## config.mk

```make
export PLATFORM = sky130hd
export DESIGN_NAME = pgnt_mul
export DESIGN_NICKNAME = d
export VERILOG_FILES = /design/src/pgnt_pkg.sv /design/src/pgnt_mul.sv
export SDC_FILE = /design/constraint.sdc
export NUM_CORES = 1
export LEC_CHECK = 0
export BUFFER_PORTS_ARGS = -buffer_cell sky130_fd_sc_hd__buf_2
export CAP_MARGIN = 20
export CORE_MARGIN = 2
export CORE_UTILIZATION = 28
export DETAILED_ROUTE_END_ITERATION = 16
export SLEW_MARGIN = 10
export SYNTH_ARGS = -nofsm -noshare
export SYNTH_HDL_FRONTEND = slang
export SYNTH_SLANG_ARGS = --single-unit
```

## constraint.sdc

```tcl
create_clock -name vclk -period 8.64
set_input_delay 0 -clock vclk [all_inputs]
set_output_delay 0 -clock vclk [all_outputs]
set_load 0.05 [all_outputs]
```

## src/pgnt_pkg.sv

```systemverilog
// ----------------------------------------------------------------------------
// pgnt_pkg: shared types and constants
// Widths, command codes, register indexes and table port structs used by the
// gradient noise block.
// ----------------------------------------------------------------------------
package pgnt_pkg;

  localparam int unsigned TableAw  = 8;
  localparam int unsigned FracBits = 16;
  localparam int unsigned CoordW   = 24;
  localparam int unsigned GradW    = 16;
  localparam int unsigned PermW    = 8;
  localparam int unsigned MaxOct   = 8;
  localparam int unsigned OctW     = 4;
  localparam int unsigned MulW     = 20;
  localparam int unsigned ProdW    = 2 * MulW;

  typedef enum logic [1:0] {
    CmdEval     = 2'd0,
    CmdLoadGrad = 2'd1,
    CmdLoadPerm = 2'd2
  } cmd_e;

  typedef enum logic {
    CfgModeTurb = 1'b0,
    CfgOctCount = 1'b1
  } cfg_idx_e;

  // table write request
  typedef struct packed {
    logic                    grad_we;
    logic                    perm_we;
    logic [TableAw-1:0]      idx;
    logic signed [GradW-1:0] gx;
    logic signed [GradW-1:0] gy;
    logic signed [GradW-1:0] gz;
    logic [PermW-1:0]        px;
    logic [PermW-1:0]        py;
    logic [PermW-1:0]        pz;
  } tbl_wr_t;

  // table read addresses
  typedef struct packed {
    logic [TableAw-1:0] ax;
    logic [TableAw-1:0] ay;
    logic [TableAw-1:0] az;
    logic [TableAw-1:0] grad_addr;
  } tbl_rd_t;

  // table read data
  typedef struct packed {
    logic [PermW-1:0]        px;
    logic [PermW-1:0]        py;
    logic [PermW-1:0]        pz;
    logic signed [GradW-1:0] gx;
    logic signed [GradW-1:0] gy;
    logic signed [GradW-1:0] gz;
  } tbl_rdata_t;

endpackage

```

## src/pgnt_mul.sv

```systemverilog
// ----------------------------------------------------------------------------
// pgnt_mul: shared signed multiplier
// One signed multiply used by every multiplying step of the sequencer.
// ----------------------------------------------------------------------------
module pgnt_mul (
  input  logic signed [pgnt_pkg::MulW-1:0]  a_i,
  input  logic signed [pgnt_pkg::MulW-1:0]  b_i,
  output logic signed [pgnt_pkg::ProdW-1:0] prod_o
);
  import pgnt_pkg::*;

  logic signed [ProdW-1:0] a_ext;
  logic signed [ProdW-1:0] b_ext;

  assign a_ext  = ProdW'(a_i);
  assign b_ext  = ProdW'(b_i);
  assign prod_o = a_ext * b_ext;

endmodule

```

Yosys cells after proc, flatten, opt, wreduce, memory -nomap -nowiden
Cells that the tools add are included.
Operators by class
  $mul: 1
Operators with widths (count)
  $mul 20x20->40: 1
Word-level totals
  bits in registers: 0
  input bits: 40
  output and inout bits: 40
  word-level logic and storage cells: 1

Longest topological paths before layout
Gate-level depths: netlist (run 1).
  depth after elaboration: 1
  depth in mapped cells: 27
  gate-level depth less buffers: 25

Least setup slack after synthesis (run 1)
No wires, ideal clock.
  path type: input to output
  start point: in b_i[6] (netlist bit)
  end point: out prod_o[34] (netlist bit)
  arrival: 6622 ps
  data required time: 8640 ps
  setup slack: 2018 ps
  cell stages on the path: 22
  path buffers: 2
  path through: clkbuf_1 -> clkbuf_1 -> nand2_1 -> fa_1 -> fa_1 -> fa_1 -> inv_1 -> fa_1 -> fa_1 -> fa_1 -> inv_1 -> fa_1 -> inv_1 -> ha_1 -> and4_2 -> nand4_1 -> o211ai_1 -> nor2_2 -> nor3_2 -> nor2_1 -> o31a_1 -> xnor2_1
On the way
  cells in the longest elaborated chain, start to end: 1
RTL lines
  start: declaration: RTL line pgnt_mul.sv:7  | input logic signed [pgnt_pkg::MulW-1:0] b_i,
  $mul 20x20->40: RTL line pgnt_mul.sv:17  | assign prod_o = a_ext * b_ext;
  end: declaration: RTL line pgnt_mul.sv:8  | output logic signed [pgnt_pkg::ProdW-1:0] prod_o
Every way passes these cells.

Worst setup path after layout (run 1)
  start point: in a_i[19] (netlist bit)
  end point: out prod_o[39] (netlist bit)
On the way
  cells in the longest elaborated chain, start to end: 1
RTL lines
  start: declaration: RTL line pgnt_mul.sv:6  | input logic signed [pgnt_pkg::MulW-1:0] a_i,
  $mul 20x20->40: RTL line pgnt_mul.sv:17
Every way passes these cells.

==> results of run 1 <==
-- area by class of cell --
type / count / area [sq um]
fillers: 5665 / 37600
inverters: 445 / 1670
repair buffers: 80 / 400
diodes: 1 / 2.50
multi-input cells: 1130 / 13200
well taps: 696 / 871
-- how the worst max path moves through the flow --
stage	from	depth (start not counted)	slack (ns)	end
floorplan	b_i[6]	22	2.02	prod_o[34]
finish	a_i[19]	21	1.34	prod_o[39]
detailed placement	a_i[19]	21	1.27	prod_o[39]
global placement	a_i[19]	21	1.34	prod_o[39]
global route	a_i[19]	21	0.79	prod_o[39]
CTS	a_i[19]	21	1.23	prod_o[39]
-- logic make-up after synthesis --
| group | after synthesis |
|---|---|
| compound gates | 97 |
| xor+xnor | 43 |
| fa+ha+maj | 527 |
| buf+inv | 525 |
| simple gates | 463 |
-- per-layer routing --
| metal | global-route usage [%] | part of all wire [%] | wire, microns | vias to the layer above |
|---|---|---|---|---|
| li1 | - | - | - | 4726 |
| met1 | 17.6 | 41 | 15300 | 5569 |
| met2 | 26.6 | 55 | 20300 | 189 |
| met3 | 0.793 | 3.0 | 1110 | 34 |
| met4 | 1.67 | 1.3 | 491 | 4 |
| met5 | 0 | 0.065 | 24 | - |
-- through the flow --
stage / instances / area [sq um] / util [%]
floorplan: 1655 / 15200 / -
global placement: 2351 / 16100 / 30.0
detailed placement: 2351 / 16100 / 30.0
CTS: 2351 / 16100 / 30.0
global route: 2351 / 16100 / 30.0
finish: 2352 / 16100 / 30.0
-- layout by cell type (no fill, tap or decap), drive strengths merged, types with 3 or more instances in the layout --
| cell | count |
|---|---|
| a211oi | 6 |
| a21o | 8 |
| a21oi | 27 |
| a31oi | 5 |
| and2 | 220 |
| buf | 80 |
| fa | 420 |
| ha | 107 |
| inv | 445 |
| nand2 | 176 |
| nand2b | 10 |
| nand3 | 4 |
| nand4 | 5 |
| nor2 | 36 |
| nor3 | 10 |
| o21a | 4 |
| o21ai | 23 |
| o21ba | 3 |
| o21bai | 5 |
| xnor2 | 35 |
| xor2 | 8 |
==> impl_results.md, run 1 <==
- Run status: completed
- Yosys cell types: 45
- Area delta synth->final: 6.42%
- Final Cycle Share: 84.5%
- Die area: 0.0560 sq mm
- Drt wl/cell: 15.8 microns
- Fin. Hold Viols: 0
- # clk buffers: 0
- Die Y: 237 microns
- Post-route setup TNS: 0 ns
- Share of layout cells above drive strength 1: 5.80%
- Largest net degree at the start of global routing: 21
- Min-Delay Endpoint: prod_o[0]
- Worst path bufs/invs: 5
- Vias: 10,500
- Largest area contributor in the netlist: fa_1
- # port buffers: 80
- Dpl ws: 1.27 ns
- Routed vias/inst: 4.47
- Worst EP required: 8.64 ns
- Slew Viols, Final: 0
- Post-synthesis mux area share: 0%
- Starting density of the core: 28.2%
- Arr. time, crit path: 7.30 ns
- Hold path cells: 3
- Critical Path Fanout Max: 20
- Synth Area in Adders: 64.3%
- Hold slack: 0.621 ns
- Fmax: 137 MHz
- Drt total wl: 37,200 microns
- Post-synthesis simple-gate area fraction: 15.6%
- Post-CTS Setup Inserts: 0
- Critical path cell sequence: buf_2, nand2_1, fa_1, inv_1, fa_1, inv_1, fa_1, fa_1, inv_1, fa_1, fa_1, fa_1, ha_1, a2111oi_0, a21oi_1, a31oi_4, o21ai_2, a41o_1, o41ai_2, xnor2_1, buf_2
- Critical Path End Type: primary output
- Rel. slew slack: 31.6%
- Largest family of logic cells by synthesized area: adder cells
- Mapped cell area: 0.0152 sq mm
- Final worst slack: 1.34 ns
- Largest cells by area after synthesis: fa_1 (55%), inv_1 (11%), and2_1 (9.0%)
- Top cells by count, synth: inv_1 (445), fa_1 (420), and2_1 (219)
- Post-CTS Resized: 0
- Sequential cells: 0
- Core Area: 0.0537 sq mm
- Drt first pass iters: 5
- First-pass GRT wire length: 62,400 microns
- Critical path type: in -> out
- HPWL after detailed placement: 32,000 microns
- Post-synthesis net count: 2,222
- Crit path launch type: primary input
- Worst-Margin Slew: 1.02 ns
- Hold Crit Start: a_i[0]
- Most used cell, CP: fa_1
- Mean Syn Cell Area: 9.16 sq um
- Drt drc: 0
- MaxCap Viol Count: 0
- GRT Util Overall: 13.9%
- Row cnt: 85
- Cts hold-fix bufs: 0
- Mapped Cells: 1,655
- Final setup viols: 0
- Most frequent cell after synthesis: inv_1
- RSZ-0062 raised after global routing: no
- Synth Warn #: 0
- Die Wd: 237 microns
- DR iter-0 viols: 469
- Top cell type's share of synthesized area: 55.5%
- Complex-gate fraction of the synthesized area: 4.61%
- Seq/Total Area, Yosys: 0%
- I/O Pins: 80
- Largest stage delay on the critical path: 0.84 ns
- Gpl congestion: 0.818
- Minimum clock period after layout: 7.30 ns
- Initial antenna violation count: 2
- CP delay by family, top: adder cells
- Vias in the first global route: 11,800
- Hold Crit Class: in -> out
- Sequential Area: 0 sq um
- Global route total overflow: 0
- Post-Synth XOR/XNOR Area: 2.49%
- Final #Nets: 2,224
- Post-DRT Antenna Nets: 0
- CP max stage cell: fa_1
Power of run 1 is left out: the tool's default activity adds up to more than one toggle a clock period on the data nets, which glitch-free logic cannot reach.
==> run 2, diff against run 1 <==
--- a/config.mk
+++ b/config.mk
@@ -5,6 +5,7 @@
 export SDC_FILE = /design/constraint.sdc
 export NUM_CORES = 1
 export LEC_CHECK = 0
+export ABC_AREA = 1
 export BUFFER_PORTS_ARGS = -buffer_cell sky130_fd_sc_hd__buf_2
 export CAP_MARGIN = 20
 export CORE_MARGIN = 2
==> constraint.sdc (replaced) <==
create_clock -name vclk -period 6.8
set_input_delay 0 -clock vclk [all_inputs]
set_output_delay 0 -clock vclk [all_outputs]
set_load 0.05 [all_outputs]
==> run 2 against run 1 <==
- area after synthesis increased by 9.0%
- core utilization is 0.23 points higher
- first-iteration DRC count increased by 38%
- design area up 10%
- highest routed layer unchanged
- final cell count up 28%
- sequential cell count stayed put
- global-route usage rose by 1.4 points
- non-clock buffer count is 21 higher
- die area rose by 8.9%
- critical path depth rose by 4
- synthesized cell count grew 34%
- wire length is 17% higher
==> impl_results.md, run 2 <==
- Mapped cell area: 0.0165 sq mm
- Post-synthesis net count: 2,784
- Critical Path End Type: primary output
- Sequential cells: 0
- I/O Pins: 80
- Drt drc: 0
- Gpl congestion: 0.911
- Crit path launch type: primary input
- Mean Syn Cell Area: 7.45 sq um
- Yosys cell types: 29
- Drt first pass iters: 8
- Post-route setup TNS: 0 ns
- HPWL after detailed placement: 38,500 microns
- Vias: 12,900
- Die area: 0.0610 sq mm
- Final Cycle Share: 93.8%
- Fmax: 157 MHz
- Routed vias/inst: 4.27
- Run status: completed
- Most frequent cells in the layout: inv_1 (750), nand2_1 (616), fa_1 (418), ha_1 (107), buf_2 (80)
- Minimum clock period after layout: 6.38 ns
- Worst EP required: 6.80 ns
- Critical path type: in -> out
- Most frequent cell after synthesis: inv_1
- Die Wd: 247 microns
- Die Y: 247 microns
- Hold path cells: 5
- Top cells by count, synth: inv_1 (750), nand2_1 (616), fa_1 (420)
- Vias in the first global route: 14,200
- Final setup viols: 0
- MaxCap Viol Count: 0
- GRT Util Overall: 15.3%
- Filler cells: 6,375
- Hold slack: 0.695 ns
- Seq/Total Area, Yosys: 0%
- Post-CTS Resized: 0
- Drt total wl: 43,600 microns
- Final #Nets: 2,807
- Rel. slew slack: 47.4%
- Hold Crit Class: in -> out
- Post-CTS Setup Inserts: 0
- RSZ-0062 raised after global routing: no
- Share of layout cells above drive strength 1: 6.03%
- Area delta synth->final: 7.48%
- # port buffers: 80
- Mapped Cells: 2,217
- Starting density of the core: 28.2%
- Largest net degree at the start of global routing: 21
- Synth Warn #: 0
- Post-DRT Antenna Nets: 0
- Min-Delay Endpoint: prod_o[0]
- Initial antenna violation count: 3
- Worst-Margin Slew: 0.789 ns
- Critical Path Fanout Max: 11
- Arr. time, crit path: 6.38 ns
- Row cnt: 89
- DR iter-0 viols: 648
- Cts hold-fix bufs: 0
- Fin. Hold Viols: 0
- Sequential Area: 0 sq um
- Commonest non-fill, non-tap cell in the layout: inv_1
- Top cell type's share of synthesized area: 50.9%
- Drt wl/cell: 14.5 microns
- Largest cells by area after synthesis: fa_1 (51%), inv_1 (17%), nand2_1 (14%)
- Core Area: 0.0587 sq mm
- Largest area contributor in the netlist: fa_1
- Hold Crit Start: b_i[0]
- First-pass GRT wire length: 73,800 microns
- # clk buffers: 0
- Slew Viols, Final: 0
- Global route total overflow: 0
run 2: cell count changes in the layout (fill, tap and decap cells not counted), moves of 21 or more:
cell and delta:
and2_1 -218, buf_4 +21, inv_1 +305, nand2_1 +440
nand3_1 +36, nor2_1 +43, xnor2_1 -34
run 2: cell families (layout without fill, tap and decap cells):
group | after synthesis | after routing | synth area share [%]
compound gates | 50 | 50 | 1.68
xor+xnor | 24 | 24 | 1.27
fa+ha+maj | 527 | 527 | 59.0
buf+inv | 835 | 856 | 19.0
other cells | 0 | 2 | 0
simple gates | 781 | 781 | 19.1
run 2: cell type report:
type                            instances  area [sq um]  area share (%)
Tap cell                              773           967            5.45
Antenna cell                            2          5.00          0.0282
Inverter                              755          2830            16.0
Multi-Input combinational cell       1382         13400            75.4
Timing Repair Buffer                  101           558            3.14
run 2: worst max-delay path, stage by stage:
cell	delay, ns
buf_2	0.26
nand2_1	0.19
fa_1	0.66
inv_1	0.13
fa_1	0.55
inv_1	0.07
fa_2	0.49
buf_4	0.20
fa_1	0.48
inv_1	0.05
fa_1	0.49
fa_1	0.49
inv_1	0.05
fa_1	0.50
inv_1	0.04
ha_1	0.38
nand2_1	0.16
nor2_1	0.24
nand2_1	0.12
nor2_1	0.15
nand3_1	0.16
nand3_1	0.12
nand2_1	0.05
nand2_1	0.07
buf_2	0.26
run 2: per-layer routing:
metal	wire (microns)	vias up	global-route usage (%)
met5	13	-	0
met4	936	2	2.80
met3	1480	58	0.651
met2	23200	264	29.2
met1	18000	6445	19.1
li1	-	6105	-
run 2: how the worst max path moves through the flow:
stage,to,cells after the start,from,slack [ns]
floorplan,prod_o[39],24,b_i[2],0.67
global placement,prod_o[36],25,a_i[19],0.36
detailed placement,prod_o[36],24,b_i[8],0.34
CTS,prod_o[36],25,a_i[19],0.32
global route,prod_o[36],25,a_i[19],0.03
finish,prod_o[37],25,a_i[19],0.42
run 2: stage by stage:
stage	area [sq um]	setup WS [ns]	util, %	cells
2_1_floorplan	16500	0.667	-	2217
3_3_place_gp	17700	0.357	30.2	3011
3_5_place_dp	17700	0.342	30.2	3011
4_1_cts	17700	0.319	30.2	3011
5_1_grt	17800	0.0285	30.3	3012
6_report	17800	0.420	30.3	3013
Power of run 2 is left out for the same reason.
==> run 3, diff against run 2 <==
--- a/config.mk
+++ b/config.mk
@@ -5,12 +5,12 @@
 export SDC_FILE = /design/constraint.sdc
 export NUM_CORES = 1
 export LEC_CHECK = 0
-export ABC_AREA = 1
 export BUFFER_PORTS_ARGS = -buffer_cell sky130_fd_sc_hd__buf_2
 export CAP_MARGIN = 20
 export CORE_MARGIN = 2
 export CORE_UTILIZATION = 28
 export DETAILED_ROUTE_END_ITERATION = 16
+export SETUP_SLACK_MARGIN = 0.1
 export SLEW_MARGIN = 10
 export SYNTH_ARGS = -nofsm -noshare
 export SYNTH_HDL_FRONTEND = slang
==> run 3 against run 2 <==
- highest routed layer is now met4
- count of clock-buffer cells in the layout is the same
- sequential share of layout area is the same
- core utilization grew 0.98 points
- sequential cell count is the same
- critical endpoint is now prod_o[29]
- die area shrank 8.1%
==> impl_results.md, run 3 (synthesis gave the netlist of run 1 again) <==
- Run status: completed
- Share of layout cells above drive strength 1: 9.99%
- Post-DRT Antenna Nets: 0
- Cts hold-fix bufs: 0
- Drt wl/cell: 15.5 microns
- Final setup viols: 0
- Fmax: 154 MHz
- Most used cell, CP: fa_1
- Die Wd: 237 microns
- Largest stage delay on the critical path: 0.52 ns
- Starting density of the core: 28.2%
- Commonest non-fill, non-tap cell in the layout: inv_1
- Slew Viols, Final: 0
- CP delay by family, top: adder cells
- Worst-Margin Slew: 0.905 ns
- Fin cells: 2,408
- Global route total overflow: 0
- Die area: 0.0560 sq mm
- Drt first pass iters: 5
- Routed vias/inst: 4.46
- Die Y: 237 microns
- Drt drc: 0
- Fin. Hold Viols: 0
- Final Cycle Share: 95.3%
- Hold path cells: 4
- CP max stage cell: fa_1
- Core Area: 0.0537 sq mm
- Worst EP required: 6.80 ns
- RSZ-0062 raised after global routing: yes
- MaxCap Viol Count: 0
- Crit path launch type: primary input
- Sequential Area: 0 sq um
- Final #Nets: 2,281
- Worst path bufs/invs: 7
- Minimum clock period after layout: 6.48 ns
- Drt total wl: 37,400 microns
- Vias: 10,700
- DR iter-0 viols: 372
- Critical Path Fanout Max: 13
- Area delta synth->final: 10.7%
- Vias in the first global route: 12,000
- Critical path type: in -> out
- Initial antenna violation count: 0
- Filler cells: 5,564
- # clk buffers: 0
- Sequential cells: 0
- Largest net degree at the start of global routing: 21
- Hold Crit Class: in -> out
- Most frequent cells in the layout: inv_1 (445), fa_1 (417), and2_1 (219), nand2_1 (174), ha_1 (103)
- Placed instance count: 2,405
- Gpl congestion: 0.804
- Post-route setup TNS: 0 ns
- First-pass GRT wire length: 62,500 microns
- Area of the multi-input gates: 0.0133 sq mm
- Total stage count of the critical path: 25
- HPWL after detailed placement: 33,100 microns
- Row cnt: 85
- Arr. time, crit path: 6.48 ns
- # port buffers: 80
- Ant. Diodes: 0
- I/O Pins: 80
- Rel. slew slack: 39.6%
- Critical Path End Type: primary output
- GRT Util Overall: 13.8%
## run 3: cell count changes in the layout (fill, tap and decap cells not counted), moves of 36 or more
cell | previous run | this run
and2_1 | 1 | 219
buf_4 | 21 | 74
inv_1 | 750 | 445
nand2_1 | 616 | 174
nand3_1 | 40 | 4
nor2_1 | 78 | 35
## run 3: metal layers
metal  track usage, %  vias up  part of all wire [%]
li1                 -     4846                     -
met1             17.5     5709                    41
met2             26.5      153                    56
met3            0.501       36                   2.0
met4             2.11        0                   1.6
met5                0        -                     0
## run 3: final cells by class
| class | count | area share [%] |
|---|---|---|
| multi-input cells | 1130 | 79.2 |
| inverters | 445 | 9.96 |
| repair buffers | 137 | 5.63 |
| well taps | 696 | 5.19 |
## run 3: final timing paths
| kind | endpoint | start | slack, ns |
|---|---|---|---|
| worst min-delay path | prod_o[0] | a_i[0] | 0.69 |
| worst max-delay path | prod_o[29] | a_i[10] | 0.32 |
## run 3: worst min-delay path: stages
cell and delay, ns:
buf_2 0.11, buf_4 0.20, and2_1 0.17, buf_2 0.21
## run 3: per-stage QoR
stage	util, %	instance area, sq um	setup slack, ns	hold WS [ns]
floorplan	-	15200	0.178	0.441
global placement	30.8	16600	0.0246	0.711
detailed placement	30.8	16600	-0.0143	0.709
CTS	30.9	16600	0.103	0.710
global route	31.2	16800	0.0398	0.730
finish	31.2	16800	0.319	0.692
## run 3: timing repair
| action | CTS | global route |
|---|---|---|
| setup endpoints to repair | 8 | 14 |
| cloned | 0 | 0 |
| buffers inserted | 0 | 3 |
| gates resized for setup | 9 | 66 |
| pin swaps | 1 | 16 |
Power of run 3 is left out for the same reason.
